==> src/rtl/bsd_pkg.sv <==
`timescale 1ns / 1ps

package bsd_pkg;

   localparam int PORT_W      = 2;
   localparam int COUNT_W     = 32;
   localparam int RATE_W      = 39;
   localparam int THRESH_W    = 40;
   localparam int RESP_W      = 3;
   localparam int CSR_INDEX_W = 1;
   localparam int OVER_W      = 3;
   localparam int QUIET_W     = 3;
   localparam int RECOVER_W   = 2;

   localparam int RATE_SCALE    = 100;
   localparam int OVER_LIMIT    = 3;
   localparam int QUIET_LIMIT   = 3;
   localparam int RECOVER_LIMIT = 2;

   typedef enum logic [RESP_W-1:0] {
      RESP_NONE     = 3'd0,
      RESP_SHUTDOWN = 3'd1,
      RESP_LIMIT    = 3'd2,
      RESP_UNLIMIT  = 3'd3,
      RESP_ENDED    = 3'd4
   } response_type;

   typedef enum logic [CSR_INDEX_W-1:0] {
      CSR_THRESHOLD = 1'b0,
      CSR_SHUTDOWN  = 1'b1
   } csr_index_type;

   typedef struct packed {
      logic update;
      logic up;
      logic storming;
      logic shutdown;
   } hyst_ctl_type;

endpackage

==> src/rtl/bsd_if.sv <==
`timescale 1ns / 1ps

interface bsd_req_if;
   logic                           valid;
   logic                           ready;
   logic [bsd_pkg::PORT_W-1:0]     port_index;
   logic                           port_up;
   logic [bsd_pkg::COUNT_W-1:0]    rx_bcast_count;
   logic [bsd_pkg::COUNT_W-1:0]    tx_bcast_count;
   logic [bsd_pkg::COUNT_W-1:0]    now_tick;

   modport source (output valid, port_index, port_up, rx_bcast_count, tx_bcast_count,
                   now_tick, input ready);
   modport sink   (input valid, port_index, port_up, rx_bcast_count, tx_bcast_count,
                   now_tick, output ready);
endinterface

interface bsd_rsp_if;
   logic                          valid;
   logic                          ready;
   logic [bsd_pkg::PORT_W-1:0]    port_out;
   logic [bsd_pkg::RESP_W-1:0]    response;
   logic [bsd_pkg::RATE_W-1:0]    rx_rate;
   logic [bsd_pkg::RATE_W-1:0]    tx_rate;

   modport source (output valid, port_out, response, rx_rate, tx_rate, input ready);
   modport sink   (input valid, port_out, response, rx_rate, tx_rate, output ready);
endinterface

==> src/rtl/bsd_serial_div.sv <==
`timescale 1ns / 1ps

module bsd_serial_div (
   input  logic                             clock,
   input  logic                             reset,
   input  logic                             start,
   input  logic [bsd_pkg::RATE_W-1:0]       dividend,
   input  logic [bsd_pkg::COUNT_W-1:0]      divisor,
   output logic                             done,
   output logic [bsd_pkg::RATE_W-1:0]       quotient
);

   localparam int CNT_W = $clog2(bsd_pkg::RATE_W + 1);

   logic [bsd_pkg::RATE_W-1:0]  shift_ff;
   logic [bsd_pkg::COUNT_W-1:0] rem_ff;
   logic [bsd_pkg::COUNT_W-1:0] divisor_ff;
   logic [CNT_W-1:0]            count_ff;
   logic                        busy_ff;
   logic                        done_ff;

   logic [bsd_pkg::COUNT_W:0]   trial;
   logic [bsd_pkg::COUNT_W:0]   diff;
   logic                        fits;

   assign trial = {rem_ff, shift_ff[bsd_pkg::RATE_W-1]};
   assign diff  = trial - {1'b0, divisor_ff};
   assign fits  = trial >= {1'b0, divisor_ff};

   always_ff @(posedge clock) begin
      if (reset) begin
         busy_ff  <= 1'b0;
         done_ff  <= 1'b0;
         count_ff <= '0;
      end else if (start) begin
         shift_ff   <= dividend;
         rem_ff     <= '0;
         divisor_ff <= divisor;
         count_ff   <= CNT_W'(bsd_pkg::RATE_W);
         busy_ff    <= 1'b1;
         done_ff    <= 1'b0;
      end else if (busy_ff) begin
         // shift in one quotient bit per cycle
         shift_ff <= {shift_ff[bsd_pkg::RATE_W-2:0], fits};
         rem_ff   <= fits ? diff[bsd_pkg::COUNT_W-1:0] : trial[bsd_pkg::COUNT_W-1:0];
         count_ff <= count_ff - CNT_W'(1);
         if (count_ff == CNT_W'(1)) begin
            busy_ff <= 1'b0;
            done_ff <= 1'b1;
         end
      end
   end

   assign done     = done_ff;
   assign quotient = shift_ff;

endmodule

==> src/rtl/bsd_port_state.sv <==
`timescale 1ns / 1ps

module bsd_port_state #(
   parameter int NUM_PORTS = 4
) (
   input  logic                           clock,
   input  logic                           reset,
   input  logic [bsd_pkg::PORT_W-1:0]     port,
   input  bsd_pkg::hyst_ctl_type          ctl,
   input  logic [bsd_pkg::COUNT_W-1:0]    rx_count,
   input  logic [bsd_pkg::COUNT_W-1:0]    tx_count,
   input  logic [bsd_pkg::COUNT_W-1:0]    now_tick,
   output logic                           in_range,
   output logic [bsd_pkg::COUNT_W-1:0]    last_rx,
   output logic [bsd_pkg::COUNT_W-1:0]    last_tx,
   output logic [bsd_pkg::COUNT_W-1:0]    last_tick,
   output bsd_pkg::response_type          response
);

   localparam int MAX_SLOTS  = 2 ** bsd_pkg::PORT_W;
   localparam int PORT_SLOTS = (NUM_PORTS < MAX_SLOTS) ? NUM_PORTS : MAX_SLOTS;
   localparam int SLOT_W     = (PORT_SLOTS > 1) ? $clog2(PORT_SLOTS) : 1;

   logic [bsd_pkg::COUNT_W-1:0]   last_rx_ff   [PORT_SLOTS];
   logic [bsd_pkg::COUNT_W-1:0]   last_tx_ff   [PORT_SLOTS];
   logic [bsd_pkg::COUNT_W-1:0]   last_tick_ff [PORT_SLOTS];
   logic [bsd_pkg::OVER_W-1:0]    over_ff      [PORT_SLOTS];
   logic [bsd_pkg::QUIET_W-1:0]   quiet_ff     [PORT_SLOTS];
   logic [bsd_pkg::RECOVER_W-1:0] recover_ff   [PORT_SLOTS];
   logic                          armed_ff     [PORT_SLOTS];
   logic                          limit_ff     [PORT_SLOTS];

   logic [SLOT_W-1:0]             slot;
   logic [bsd_pkg::OVER_W-1:0]    over_in;
   logic [bsd_pkg::QUIET_W-1:0]   quiet_in;
   logic [bsd_pkg::RECOVER_W-1:0] recover_in;
   logic                          armed_in;
   logic                          limit_in;
   bsd_pkg::response_type         response_in;

   assign slot      = port[SLOT_W-1:0];
   assign in_range  = int'(port) < NUM_PORTS;
   assign last_rx   = last_rx_ff[slot];
   assign last_tx   = last_tx_ff[slot];
   assign last_tick = last_tick_ff[slot];

   always_comb begin
      over_in     = over_ff[slot];
      quiet_in    = quiet_ff[slot];
      recover_in  = recover_ff[slot];
      armed_in    = armed_ff[slot];
      limit_in    = limit_ff[slot];
      response_in = bsd_pkg::RESP_NONE;
      if (in_range && ctl.up) begin
         if (ctl.storming) begin
            over_in    = over_in + bsd_pkg::OVER_W'(1);
            quiet_in   = '0;
            recover_in = '0;
            if (over_in > bsd_pkg::OVER_W'(bsd_pkg::OVER_LIMIT)) begin
               if (ctl.shutdown) begin
                  response_in = bsd_pkg::RESP_SHUTDOWN;
               end else if (!limit_in) begin
                  response_in = bsd_pkg::RESP_LIMIT;
                  limit_in    = 1'b1;
               end
               over_in = '0;
            end
         end else begin
            over_in    = '0;
            recover_in = armed_in ? recover_in + bsd_pkg::RECOVER_W'(1) : '0;
            if (limit_in) begin
               quiet_in = quiet_in + bsd_pkg::QUIET_W'(1);
               if (quiet_in > bsd_pkg::QUIET_W'(bsd_pkg::QUIET_LIMIT)) begin
                  response_in = bsd_pkg::RESP_UNLIMIT;
                  armed_in    = 1'b1;
                  recover_in  = '0;
                  limit_in    = 1'b0;
               end
            end
            if (recover_in > bsd_pkg::RECOVER_W'(bsd_pkg::RECOVER_LIMIT)) begin
               response_in = bsd_pkg::RESP_ENDED;
               armed_in    = 1'b0;
               recover_in  = '0;
            end
         end
      end
   end

   assign response = response_in;

   always_ff @(posedge clock) begin
      if (reset) begin
         for (int i = 0; i < PORT_SLOTS; i++) begin
            last_rx_ff[i]   <= '0;
            last_tx_ff[i]   <= '0;
            last_tick_ff[i] <= '0;
            over_ff[i]      <= '0;
            quiet_ff[i]     <= '0;
            recover_ff[i]   <= '0;
            armed_ff[i]     <= 1'b0;
            limit_ff[i]     <= 1'b0;
         end
      end else if (ctl.update && in_range) begin
         if (ctl.up) begin
            last_rx_ff[slot]   <= rx_count;
            last_tx_ff[slot]   <= tx_count;
            last_tick_ff[slot] <= now_tick;
            over_ff[slot]      <= over_in;
            quiet_ff[slot]     <= quiet_in;
            recover_ff[slot]   <= recover_in;
            armed_ff[slot]     <= armed_in;
            limit_ff[slot]     <= limit_in;
         end else begin
            // down port: drop rate history, keep hysteresis
            last_rx_ff[slot]   <= '0;
            last_tx_ff[slot]   <= '0;
            last_tick_ff[slot] <= '0;
         end
      end
   end

endmodule

==> src/rtl/broadcast_storm_detector.sv <==
`timescale 1ns / 1ps

// Broadcast storm detector. Each transfer on req carries one poll of one port:
// admin state, broadcast rx/tx counters and the current tick. Each poll gives
// exactly one transfer on rsp with the port, the action code and both rates,
// where a rate is floor(delta * 100 / interval) with wrap-aware deltas.
// An up port in range passes the delta and scale states, then the 39-step
// bit-serial dividers (rx and tx run side by side), then the finish state that
// registers rsp valid. A down port or a port beyond NUM_PORTS goes from delta
// straight to finish. One poll is in work at a time; req.ready is high again
// as soon as the result is registered, so a new poll waits until then.
// The rsp register holds its result while rsp.ready is low; a new poll is
// accepted and computed meanwhile and waits for that register to drain.
// The csr port sets storm_threshold (index 0) and shutdown_mode (index 1);
// write it only while no poll is in work.
// Reset clears all per-port history and counters, sets the threshold to all
// ones and selects rate limiting instead of shutdown.
module broadcast_storm_detector #(
   parameter int NUM_PORTS = 4
) (
   input  logic                               clock,
   input  logic                               reset,
   bsd_req_if.sink                            req,
   bsd_rsp_if.source                          rsp,
   input  logic                               csr_write_enable,
   input  logic [bsd_pkg::CSR_INDEX_W-1:0]    csr_index,
   input  logic [bsd_pkg::THRESH_W-1:0]       csr_write_data
);

   typedef enum logic [2:0] {
      ST_IDLE,
      ST_DELTA,
      ST_SCALE,
      ST_DIV,
      ST_FINISH
   } state_type;

   state_type                     state_ff;
   logic [bsd_pkg::PORT_W-1:0]    port_ff;
   logic                          up_ff;
   logic [bsd_pkg::COUNT_W-1:0]   rx_ff;
   logic [bsd_pkg::COUNT_W-1:0]   tx_ff;
   logic [bsd_pkg::COUNT_W-1:0]   now_ff;
   logic                          skip_ff;
   logic [bsd_pkg::COUNT_W-1:0]   interval_ff;
   logic [bsd_pkg::COUNT_W-1:0]   rx_delta_ff;
   logic [bsd_pkg::COUNT_W-1:0]   tx_delta_ff;
   logic [bsd_pkg::RATE_W-1:0]    rx_scaled_ff;
   logic [bsd_pkg::RATE_W-1:0]    tx_scaled_ff;
   logic                          div_start_ff;
   logic [bsd_pkg::THRESH_W-1:0]  threshold_ff;
   logic                          shutdown_ff;
   logic                          rsp_valid_ff;
   logic [bsd_pkg::PORT_W-1:0]    rsp_port_ff;
   logic [bsd_pkg::RESP_W-1:0]    rsp_response_ff;
   logic [bsd_pkg::RATE_W-1:0]    rsp_rx_rate_ff;
   logic [bsd_pkg::RATE_W-1:0]    rsp_tx_rate_ff;

   logic                          in_range;
   logic [bsd_pkg::COUNT_W-1:0]   last_rx;
   logic [bsd_pkg::COUNT_W-1:0]   last_tx;
   logic [bsd_pkg::COUNT_W-1:0]   last_tick;
   bsd_pkg::response_type         response;
   bsd_pkg::hyst_ctl_type         hyst_ctl;

   logic [bsd_pkg::COUNT_W-1:0]   tick_diff;
   logic [bsd_pkg::COUNT_W-1:0]   interval_in;
   logic [bsd_pkg::COUNT_W-1:0]   rx_diff;
   logic [bsd_pkg::COUNT_W-1:0]   tx_diff;
   logic [bsd_pkg::COUNT_W-1:0]   rx_delta_in;
   logic [bsd_pkg::COUNT_W-1:0]   tx_delta_in;
   logic [bsd_pkg::RATE_W-1:0]    rx_quot;
   logic [bsd_pkg::RATE_W-1:0]    tx_quot;
   logic                          rx_done;
   logic                          tx_done;
   logic [bsd_pkg::RATE_W-1:0]    rx_rate_in;
   logic [bsd_pkg::RATE_W-1:0]    tx_rate_in;
   logic                          rsp_free;
   logic                          req_xfer;

   assign req_xfer = req.valid && req.ready;
   assign rsp_free = !rsp_valid_ff || rsp.ready;

   assign tick_diff   = now_ff - last_tick;
   assign interval_in = (now_ff > last_tick) ? tick_diff : tick_diff - bsd_pkg::COUNT_W'(1);
   assign rx_diff     = rx_ff - last_rx;
   assign tx_diff     = tx_ff - last_tx;
   assign rx_delta_in = (rx_ff >= last_rx) ? rx_diff : rx_diff - bsd_pkg::COUNT_W'(1);
   assign tx_delta_in = (tx_ff >= last_tx) ? tx_diff : tx_diff - bsd_pkg::COUNT_W'(1);

   assign rx_rate_in = skip_ff ? '0 : rx_quot;
   assign tx_rate_in = skip_ff ? '0 : tx_quot;

   assign hyst_ctl.update   = (state_ff == ST_FINISH) && rsp_free;
   assign hyst_ctl.up       = up_ff;
   assign hyst_ctl.storming = !skip_ff && ({1'b0, rx_quot} > threshold_ff);
   assign hyst_ctl.shutdown = shutdown_ff;

   bsd_port_state #(
      .NUM_PORTS (NUM_PORTS)
   ) u_state (
      .clock     (clock),
      .reset     (reset),
      .port      (port_ff),
      .ctl       (hyst_ctl),
      .rx_count  (rx_ff),
      .tx_count  (tx_ff),
      .now_tick  (now_ff),
      .in_range  (in_range),
      .last_rx   (last_rx),
      .last_tx   (last_tx),
      .last_tick (last_tick),
      .response  (response)
   );

   bsd_serial_div u_rx_div (
      .clock    (clock),
      .reset    (reset),
      .start    (div_start_ff),
      .dividend (rx_scaled_ff),
      .divisor  (interval_ff),
      .done     (rx_done),
      .quotient (rx_quot)
   );

   bsd_serial_div u_tx_div (
      .clock    (clock),
      .reset    (reset),
      .start    (div_start_ff),
      .dividend (tx_scaled_ff),
      .divisor  (interval_ff),
      .done     (tx_done),
      .quotient (tx_quot)
   );

   always_ff @(posedge clock) begin
      if (reset) begin
         state_ff     <= ST_IDLE;
         div_start_ff <= 1'b0;
         threshold_ff <= '1;
         shutdown_ff  <= 1'b0;
         rsp_valid_ff <= 1'b0;
      end else begin
         if (csr_write_enable) begin
            case (csr_index)
               bsd_pkg::CSR_THRESHOLD: threshold_ff <= csr_write_data;
               bsd_pkg::CSR_SHUTDOWN:  shutdown_ff  <= csr_write_data[0];
               default: ;
            endcase
         end

         if (rsp.ready && (state_ff != ST_FINISH)) begin
            rsp_valid_ff <= 1'b0;
         end

         div_start_ff <= 1'b0;

         case (state_ff)
            ST_IDLE: begin
               if (req_xfer) begin
                  port_ff  <= req.port_index;
                  up_ff    <= req.port_up;
                  rx_ff    <= req.rx_bcast_count;
                  tx_ff    <= req.tx_bcast_count;
                  now_ff   <= req.now_tick;
                  state_ff <= ST_DELTA;
               end
            end
            ST_DELTA: begin
               skip_ff     <= !in_range || !up_ff;
               // a zero interval divides by one
               interval_ff <= (interval_in == '0) ? bsd_pkg::COUNT_W'(1) : interval_in;
               rx_delta_ff <= rx_delta_in;
               tx_delta_ff <= tx_delta_in;
               state_ff    <= (!in_range || !up_ff) ? ST_FINISH : ST_SCALE;
            end
            ST_SCALE: begin
               rx_scaled_ff <= bsd_pkg::RATE_W'(rx_delta_ff) *
                               bsd_pkg::RATE_W'(bsd_pkg::RATE_SCALE);
               tx_scaled_ff <= bsd_pkg::RATE_W'(tx_delta_ff) *
                               bsd_pkg::RATE_W'(bsd_pkg::RATE_SCALE);
               div_start_ff <= 1'b1;
               state_ff     <= ST_DIV;
            end
            ST_DIV: begin
               if (!div_start_ff && rx_done && tx_done) begin
                  state_ff <= ST_FINISH;
               end
            end
            ST_FINISH: begin
               if (rsp_free) begin
                  rsp_valid_ff    <= 1'b1;
                  rsp_port_ff     <= port_ff;
                  rsp_response_ff <= response;
                  rsp_rx_rate_ff  <= rx_rate_in;
                  rsp_tx_rate_ff  <= tx_rate_in;
                  state_ff        <= ST_IDLE;
               end
            end
            default: begin
               state_ff <= ST_IDLE;
            end
         endcase
      end
   end

   assign req.ready    = (state_ff == ST_IDLE);
   assign rsp.valid    = rsp_valid_ff;
   assign rsp.port_out = rsp_port_ff;
   assign rsp.response = rsp_response_ff;
   assign rsp.rx_rate  = rsp_rx_rate_ff;
   assign rsp.tx_rate  = rsp_tx_rate_ff;

endmodule

==> src/flat_wrapper.sv <==
// flat-port wrapper written by rule: the top's interface ports become plain ports
module broadcast_storm_detector_flat 
#(
   parameter int NUM_PORTS = 4
)
  (clock, reset, csr_write_enable, csr_index, csr_write_data, req_valid, req_port_index, req_port_up, req_rx_bcast_count, req_tx_bcast_count, req_now_tick, req_ready, rsp_valid, rsp_port_out, rsp_response, rsp_rx_rate, rsp_tx_rate, rsp_ready);
  bsd_req_if req_i ();
  bsd_rsp_if rsp_i ();
  input  logic clock;
  input  logic reset;
  input  logic csr_write_enable;
  input  logic [bsd_pkg::CSR_INDEX_W-1:0] csr_index;
  input  logic [bsd_pkg::THRESH_W-1:0] csr_write_data;
  input wire logic [$bits(req_i.valid)-1:0] req_valid;
  input wire logic [$bits(req_i.port_index)-1:0] req_port_index;
  input wire logic [$bits(req_i.port_up)-1:0] req_port_up;
  input wire logic [$bits(req_i.rx_bcast_count)-1:0] req_rx_bcast_count;
  input wire logic [$bits(req_i.tx_bcast_count)-1:0] req_tx_bcast_count;
  input wire logic [$bits(req_i.now_tick)-1:0] req_now_tick;
  output wire logic [$bits(req_i.ready)-1:0] req_ready;
  output wire logic [$bits(rsp_i.valid)-1:0] rsp_valid;
  output wire logic [$bits(rsp_i.port_out)-1:0] rsp_port_out;
  output wire logic [$bits(rsp_i.response)-1:0] rsp_response;
  output wire logic [$bits(rsp_i.rx_rate)-1:0] rsp_rx_rate;
  output wire logic [$bits(rsp_i.tx_rate)-1:0] rsp_tx_rate;
  input wire logic [$bits(rsp_i.ready)-1:0] rsp_ready;
  assign req_i.valid = req_valid;
  assign req_i.port_index = req_port_index;
  assign req_i.port_up = req_port_up;
  assign req_i.rx_bcast_count = req_rx_bcast_count;
  assign req_i.tx_bcast_count = req_tx_bcast_count;
  assign req_i.now_tick = req_now_tick;
  assign req_ready = req_i.ready;
  assign rsp_valid = rsp_i.valid;
  assign rsp_port_out = rsp_i.port_out;
  assign rsp_response = rsp_i.response;
  assign rsp_rx_rate = rsp_i.rx_rate;
  assign rsp_tx_rate = rsp_i.tx_rate;
  assign rsp_i.ready = rsp_ready;
  broadcast_storm_detector #(.NUM_PORTS(NUM_PORTS)) u_core (.clock(clock), .reset(reset), .req(req_i), .rsp(rsp_i), .csr_write_enable(csr_write_enable), .csr_index(csr_index), .csr_write_data(csr_write_data));
endmodule
==> config.mk <==
export PLATFORM = sky130hd
export DESIGN_NAME = broadcast_storm_detector_flat
export DESIGN_NICKNAME = d
export VERILOG_FILES = /design/src/rtl/bsd_pkg.sv /design/src/rtl/bsd_if.sv /design/src/rtl/bsd_serial_div.sv /design/src/rtl/bsd_port_state.sv /design/src/rtl/broadcast_storm_detector.sv /design/src/flat_wrapper.sv
export SDC_FILE = /design/constraint.sdc
export NUM_CORES = 2
export LEC_CHECK = 0
export ABC_AREA = 1
export BUFFER_PORTS_ARGS = -buffer_cell sky130_fd_sc_hd__clkbuf_2
export CORE_MARGIN = 5
export CORE_UTILIZATION = 55
export CTS_CLUSTER_DIAMETER = 80
export DETAILED_ROUTE_END_ITERATION = 6
export PLACE_DENSITY = 0.77
export SYNTH_ARGS = -nofsm -noshare
export SYNTH_HDL_FRONTEND = slang
export SYNTH_SLANG_ARGS = --single-unit
==> constraint.sdc <==
create_clock -name clock -period 9.6 [get_ports clock]
set_clock_uncertainty 0.2 [all_clocks]
set_input_delay 1.44 -clock clock [delete_from_list [all_inputs] [get_ports clock]]
set_output_delay 1.44 -clock clock [all_outputs]
set_load 0.02 [all_outputs]
Word-level counts from Yosys, hierarchy flattened
Memories as Yosys holds them, arrays and structs flattened. A register that Yosys moved wholly into a read port is not among the register bits.
Index checks and enable logic that the tools add are counted.

word-level totals
  bits in registers = 589
  RAM bits = 424
  input bits = 145
  logic and storage cells = 225
  memories = 8

memory list
  memory                       words  width  read ports  clocked after memory_dff  wr ports  line                  RTL
  u_core.u_state.last_rx_ff    4      32     1           1                         4         bsd_port_state.sv:24  logic [bsd_pkg::COUNT_W-1:0] last_rx_ff [PORT_SLOTS];
  u_core.u_state.last_tick_ff  4      32     1           1                         4         bsd_port_state.sv:26  logic [bsd_pkg::COUNT_W-1:0] last_tick_ff [PORT_SLOTS];
  u_core.u_state.last_tx_ff    4      32     1           1                         4         bsd_port_state.sv:25  logic [bsd_pkg::COUNT_W-1:0] last_tx_ff [PORT_SLOTS];
  u_core.u_state.over_ff       4      3      1           1                         4         bsd_port_state.sv:27  logic [bsd_pkg::OVER_W-1:0] over_ff [PORT_SLOTS];
  u_core.u_state.quiet_ff      4      3      1           1                         4         bsd_port_state.sv:28  logic [bsd_pkg::QUIET_W-1:0] quiet_ff [PORT_SLOTS];
  u_core.u_state.recover_ff    4      2      1           1                         4         bsd_port_state.sv:29  logic [bsd_pkg::RECOVER_W-1:0] recover_ff [PORT_SLOTS];
  2 more memories              -      -      -           -                         -         -

operators by class
  add/sub/neg operators = 13
  $mul = 2
  order comparisons = 9
  equal/unequal tests = 10
  mux-type cells = 107
  bitwise operators = 5
  reductions and logical operators = 36

operators by type and width
  kind                                                           number
  2-to-1 mux 32 bit                                              13
  subtractor 32 bit                                              5
  2-to-1 mux 39 bit                                              4
  OR reduction 32 bit                                            3
  subtractor 32 x 1 -> 32 bit, second input constant             3
  multiplier 32 x 5 -> 37 bit, second input constant             2
  greater-or-equal comparator 33 x 32 -> 1 bit                   2
  greater-or-equal comparator 32 bit                             2
  2-to-1 mux 2 bit                                               30
  2-to-1 mux 3 bit                                               14
  2-to-1 mux 1 bit                                               41
  greater-than comparator 39 x 40 -> 1 bit                       1
  greater-than comparator 32 bit                                 1
  logical NOT 32 bit                                             1
  2-to-1 mux 6 bit                                               4
  AND reduction 2 bit                                            9
  case mux 3 bit (5 select lines)                                1
  == test 6 x 1 -> 1 bit, second input constant                  2
  subtractor 6 x 1 -> 6 bit, second input constant               2
  AND reduction 3 bit                                            3
  adder 3 x 1 -> 3 bit, second input constant                    2
  == test 3 x 2 -> 1 bit, second input constant                  2
  greater-than comparator 3 x 2 -> 1 bit, second input constant  2
  logical AND 1 bit                                              6
  16 further kinds                                               27

Depth between registers and ports, before layout
  depth after elaboration = 11
  depth in mapped cells = 32
  gate-level depth less buffers = 27

By module
A second synthesis with hierarchy kept.

unflattened totals
  cell total of the unflattened synthesis = 7428
  area, all modules = 63656.1 um2

by module, submodules not included
  module                    times used  cells an instance  area each (um2)  seq. area each (um2)
  broadcast_storm_detector  1           3724               30479.2          11521.0
  bsd_port_state            1           1624               18034.8          12732.2
  bsd_serial_div            2           1040               7571.0           3253.1

Worst setup path before layout
OpenSTA, ideal clock, no wires.

  path kind = in2reg
  start point = input port rsp_ready
  end point = memory u_core.u_state.last_rx_ff[3][0] (netlist name) (enable)
  data arrival time = 8.700 ns
  required time = 8.708 ns
  slack = 0.008 ns
  cell stages on the path = 4
  path through = nor2_1 -> nor2_1 -> inv_1 -> o31ai_1

RTL lines
  item         line                  RTL
  from (decl)  flat_wrapper.sv:26    input wire logic [$bits(rsp_i.ready)-1:0] rsp_ready;
  to (decl)    bsd_port_state.sv:24

==> flow_metrics.py <==
metrics = {
    "power": {
        "p_clk_share_pct": 29.4,
        "p_leak_nw": 29.1,
        "net-switching-power_mw": 5.06,
        "comb_power_share_pct": 33.0,
        "sw_frac_of_total_pct": 35.1,
        "power.internal_mw": 9.38,
        "p_per_area_mw_per_mm2": 218,
        "max-vdd-ir-drop_mv": 0.157,
        "sequentialPowerShare_pct": 37.6,
        "p_total_mw": 14.4,
    },
    "global_route": {
        "grt-ovfl-total": 0,
        "antenna_found_initial": 6,
        "groute.usage.overall_pct": 25.5,
        "grt_pass1_vias": 44700,
        "grt_max_degree": 132,
        "grt_pass1_wl_mm": 239,
    },
    "die": {
        "initial_core_util_pct": 55.3,
        "die_w_um": 340,
        "rows": 121,
        "ios": 230,
        "dieArea_mm2": 0.116,
        "die_h_um": 340,
        "core_area_mm2": 0.109,
    },
    "synthesis": {
        "synth_area_leaders": "edfxtp_1 (48%), nand2_1 (9.1%), ha_1 (8.6%), inv_1 (6.4%), nor2_1 (5.4%)",
        "ys_ff_latch": 1015,
        "syn_inst": 6671,
        "synth_ff_type": "edfxtp_1",
        "async_flop_share_pct": 0,
        "synth_common_cells": "nand2_1 (1452), inv_1 (1027), edfxtp_1 (951)",
        "ys_warn_count": 0,
        "synth.distinct_cells": 64,
        "synth_edf_count": 951,
        "synth_top_area_share_pct": 47.6,
        "avgSynthCellArea_um2": 8.99,
        "yosys.area.top_type": "edfxtp_1",
        "syn_area_mm2": 0.0600,
        "synth-seq-area-share_pct": 49.7,
        "yosysMostFrequentCell": "nand2_1",
    },
    "timing": {
        "period_needed_ns": 5.85,
        "setup_violations": 0,
        "fmax_mhz": 171,
        "period_share_pct": 61.0,
        "slew_violations": 0,
        "finalSetupTns_ns": 0,
        "rsz0062_at_grt": "false",
        "fin_ws_ns": 3.75,
        "relSlewSlack_pct": 25.0,
        "worstMarginPinSlew_ns": 1.13,
        "final_hold_viol_count": 0,
    },
    "placement": {
        "dp_hpwl_mm": 108,
        "portBuffers": 229,
        "dpl_worst_slack_ns": 3.83,
        "routabilityCongestion": 1.01,
    },
    "setup_path": {
        "crit_arrival_ns": 6.09,
        "worstSetupPathType": "flop to flop",
        "r2r_slack_ns": 3.75,
        "r2r_cells": 16,
        "crit_path_cell_trace": "inv_6 > buf_4 > nand2_1 > a32o_1 > ha_1 > inv_1 > o21ai_0 > a21oi_1 > nand2_1 > a211oi_1 > nand3_1 > inv_1 > nand4_1 > nor2_1 > nand3_1 > xnor2_1",
        "worstReg2RegEnd": "u_core.tx_delta_ff[25]",
        "cpLargestDelayFamily": "buffers and inverters",
        "cp_max_fo": 131,
        "cp-end-kind": "flop",
        "critPathLaunchType": "flop",
        "cp_num_buf_inv": 4,
        "cp_slowest_cell": "buf_4",
        "cpPeakStageDelay_ns": 0.79,
        "crit_required_ns": 9.84,
    },
    "hold_path": {
        "hold_path_class": "flop to flop",
        "min_from": "u_core.interval_ff[26]",
        "min_to": "u_core.u_rx_div.divisor_ff[26]",
        "hold_depth": 0,
    },
    "drt": {
        "drt-initial-drc-count": 4362,
        "via_per_inst": 5.54,
        "post-route-drc-count": 0,
        "detail_route.first_pass.iterations": 6,
        "routed_wl_mm": 150,
        "routedWlPerCell_um": 17.9,
        "vias": 46400,
        "ant_nets": 0,
    },
    "clocking": {
        "tritoncts": "yes",
        "cts-root-buf": "clkbuf_16",
        "clock_sinks": 1015,
        "ctsLongestPathBuffers": 3,
        "post-cts-setup-buffers": 0,
        "clk_pin_slew_ns": 0.06,
        "cts_max_level": 3,
        "clk_latency_ns": 0.70,
        "cts_hold_buf": 0,
        "numCtsBuffers": 106,
        "postCtsResizedCells": 0,
    },
    "cells_and_area": {
        "syn_to_final_growth_pct": 10.4,
        "fin_nets": 7482,
        "drive_gt1_share_pct": 8.21,
        "num-fill-cells": 9018,
        "seqCellArea_mm2": 0.0298,
        "multi_input_area_mm2": 0.0257,
        "utilization_pct": 61.0,
    },
    "run_status": {
        "status": "completed",
    },
    "flow_run": {
        "maxCapViolCount": 0,
    },
}
layer usage:
metal	up-vias	track usage, %	wire (um)
li1	22600	-	-
met1	21800	36.9	67000
met2	1724	40.2	66500
met3	245	3.58	11600
met4	2	8.00	4410
met5	-	0	10
worst register-to-register path: stages, from the launching register on:
cell,delay (ns)
dfxtp_4,0.51
inv_6,0.80
buf_4,0.89
nand2_1,0.19
a32o_1,0.26
ha_1,0.32
inv_1,0.09
o21ai_0,0.11
a21oi_1,0.19
nand2_1,0.09
a211oi_1,0.30
nand3_1,0.50
inv_1,0.37
nand4_1,0.21
nor2_1,0.29
nand3_1,0.13
xnor2_1,0.14
per-stage QoR:
step | std cells | hold WS [ns] | area [um^2]
floorplan | 6674 | 0.200 | 60000
global placement | 8172 | 0.202 | 62600
detailed placement | 8172 | 0.205 | 62600
CTS | 8370 | 0.214 | 66200
global route | 8372 | 0.222 | 66200
finish | 8373 | 0.213 | 66200
cell families (layout without fill, tap and decap cells):
group,Yosys count,after routing,share of synthesized area [%]
flip-flops,1015,1015,49.7
AO/OA/AOI/OAI,983,983,9.88
other,1,7,0.00625
buffers and inverters,1217,1499,7.66
XOR/XNOR,218,218,3.20
AND/OR/NAND/NOR,2766,2766,18.9
adder cells (fa/ha/maj),471,471,10.6
sequential cells by signal, summed over array words and instances, names as in the netlist, 37 cells and up, named ones only:
signal and count:
u_core.rsp.rx_rate 39, u_core.rsp.tx_rate 39, u_core.threshold_ff 40, u_core.u_state.last_tx_ff 128
u_core.u_state.last_rx_ff 128, u_core.u_rx_div.quotient 39, u_core.rx_scaled_ff 37, u_core.u_tx_div.quotient 39
u_core.tx_scaled_ff 37, u_core.u_state.last_tick_ff 128
cell usage in the layout (no fill, tap or decap), types with 92 or more instances in the layout:
cell type and n:
xnor2_1 92, clkbuf_2 229, clkbuf_16 107, a32o_1 94, a21oi_1 411, xor2_1 125
inv_1 1025, nand2_1 1446, nand3_1 196, nor2_1 853, o21ai_0 258, edfxtp_1 951
ha_1 412
area by class of cell:
| type | count | area share, % |
|---|---|---|
| sequential | 1015 | 45.1 |
| inverter | 1042 | 5.92 |
| multi-input combinational | 4442 | 38.8 |
| clock buffer | 130 | 4.22 |
| tap | 1414 | 2.67 |
| timing repair buffer | 259 | 2.07 |
| clock inverter | 68 | 1.25 |
| antenna | 3 | 0.0113 |
power groups by stage:
stage                     sequential, mW  combinational [mW]  clock, mW
after floorplan                     5.48                3.46          0
after global placement              5.52                4.58          0
after detailed placement            5.52                4.66          0
after CTS                           5.43                4.70       4.31
after global routing                5.45                5.37       4.50
final                               5.43                4.76       4.24
worst max path at each step:
| stage | endpoint | cells past startpoint |
|---|---|---|
| after global routing | u_core.tx_delta_ff[25] | 16 |
| final | u_core.tx_delta_ff[25] | 16 |
| after global placement | u_core.interval_ff[0] | 26 |
| after floorplan | u_core.u_state.last_rx_ff[3][0] | 4 |
| after CTS | u_core.tx_delta_ff[25] | 16 |
| after detailed placement | u_core.tx_delta_ff[25] | 16 |
Power figures use the tool's default switching activity.
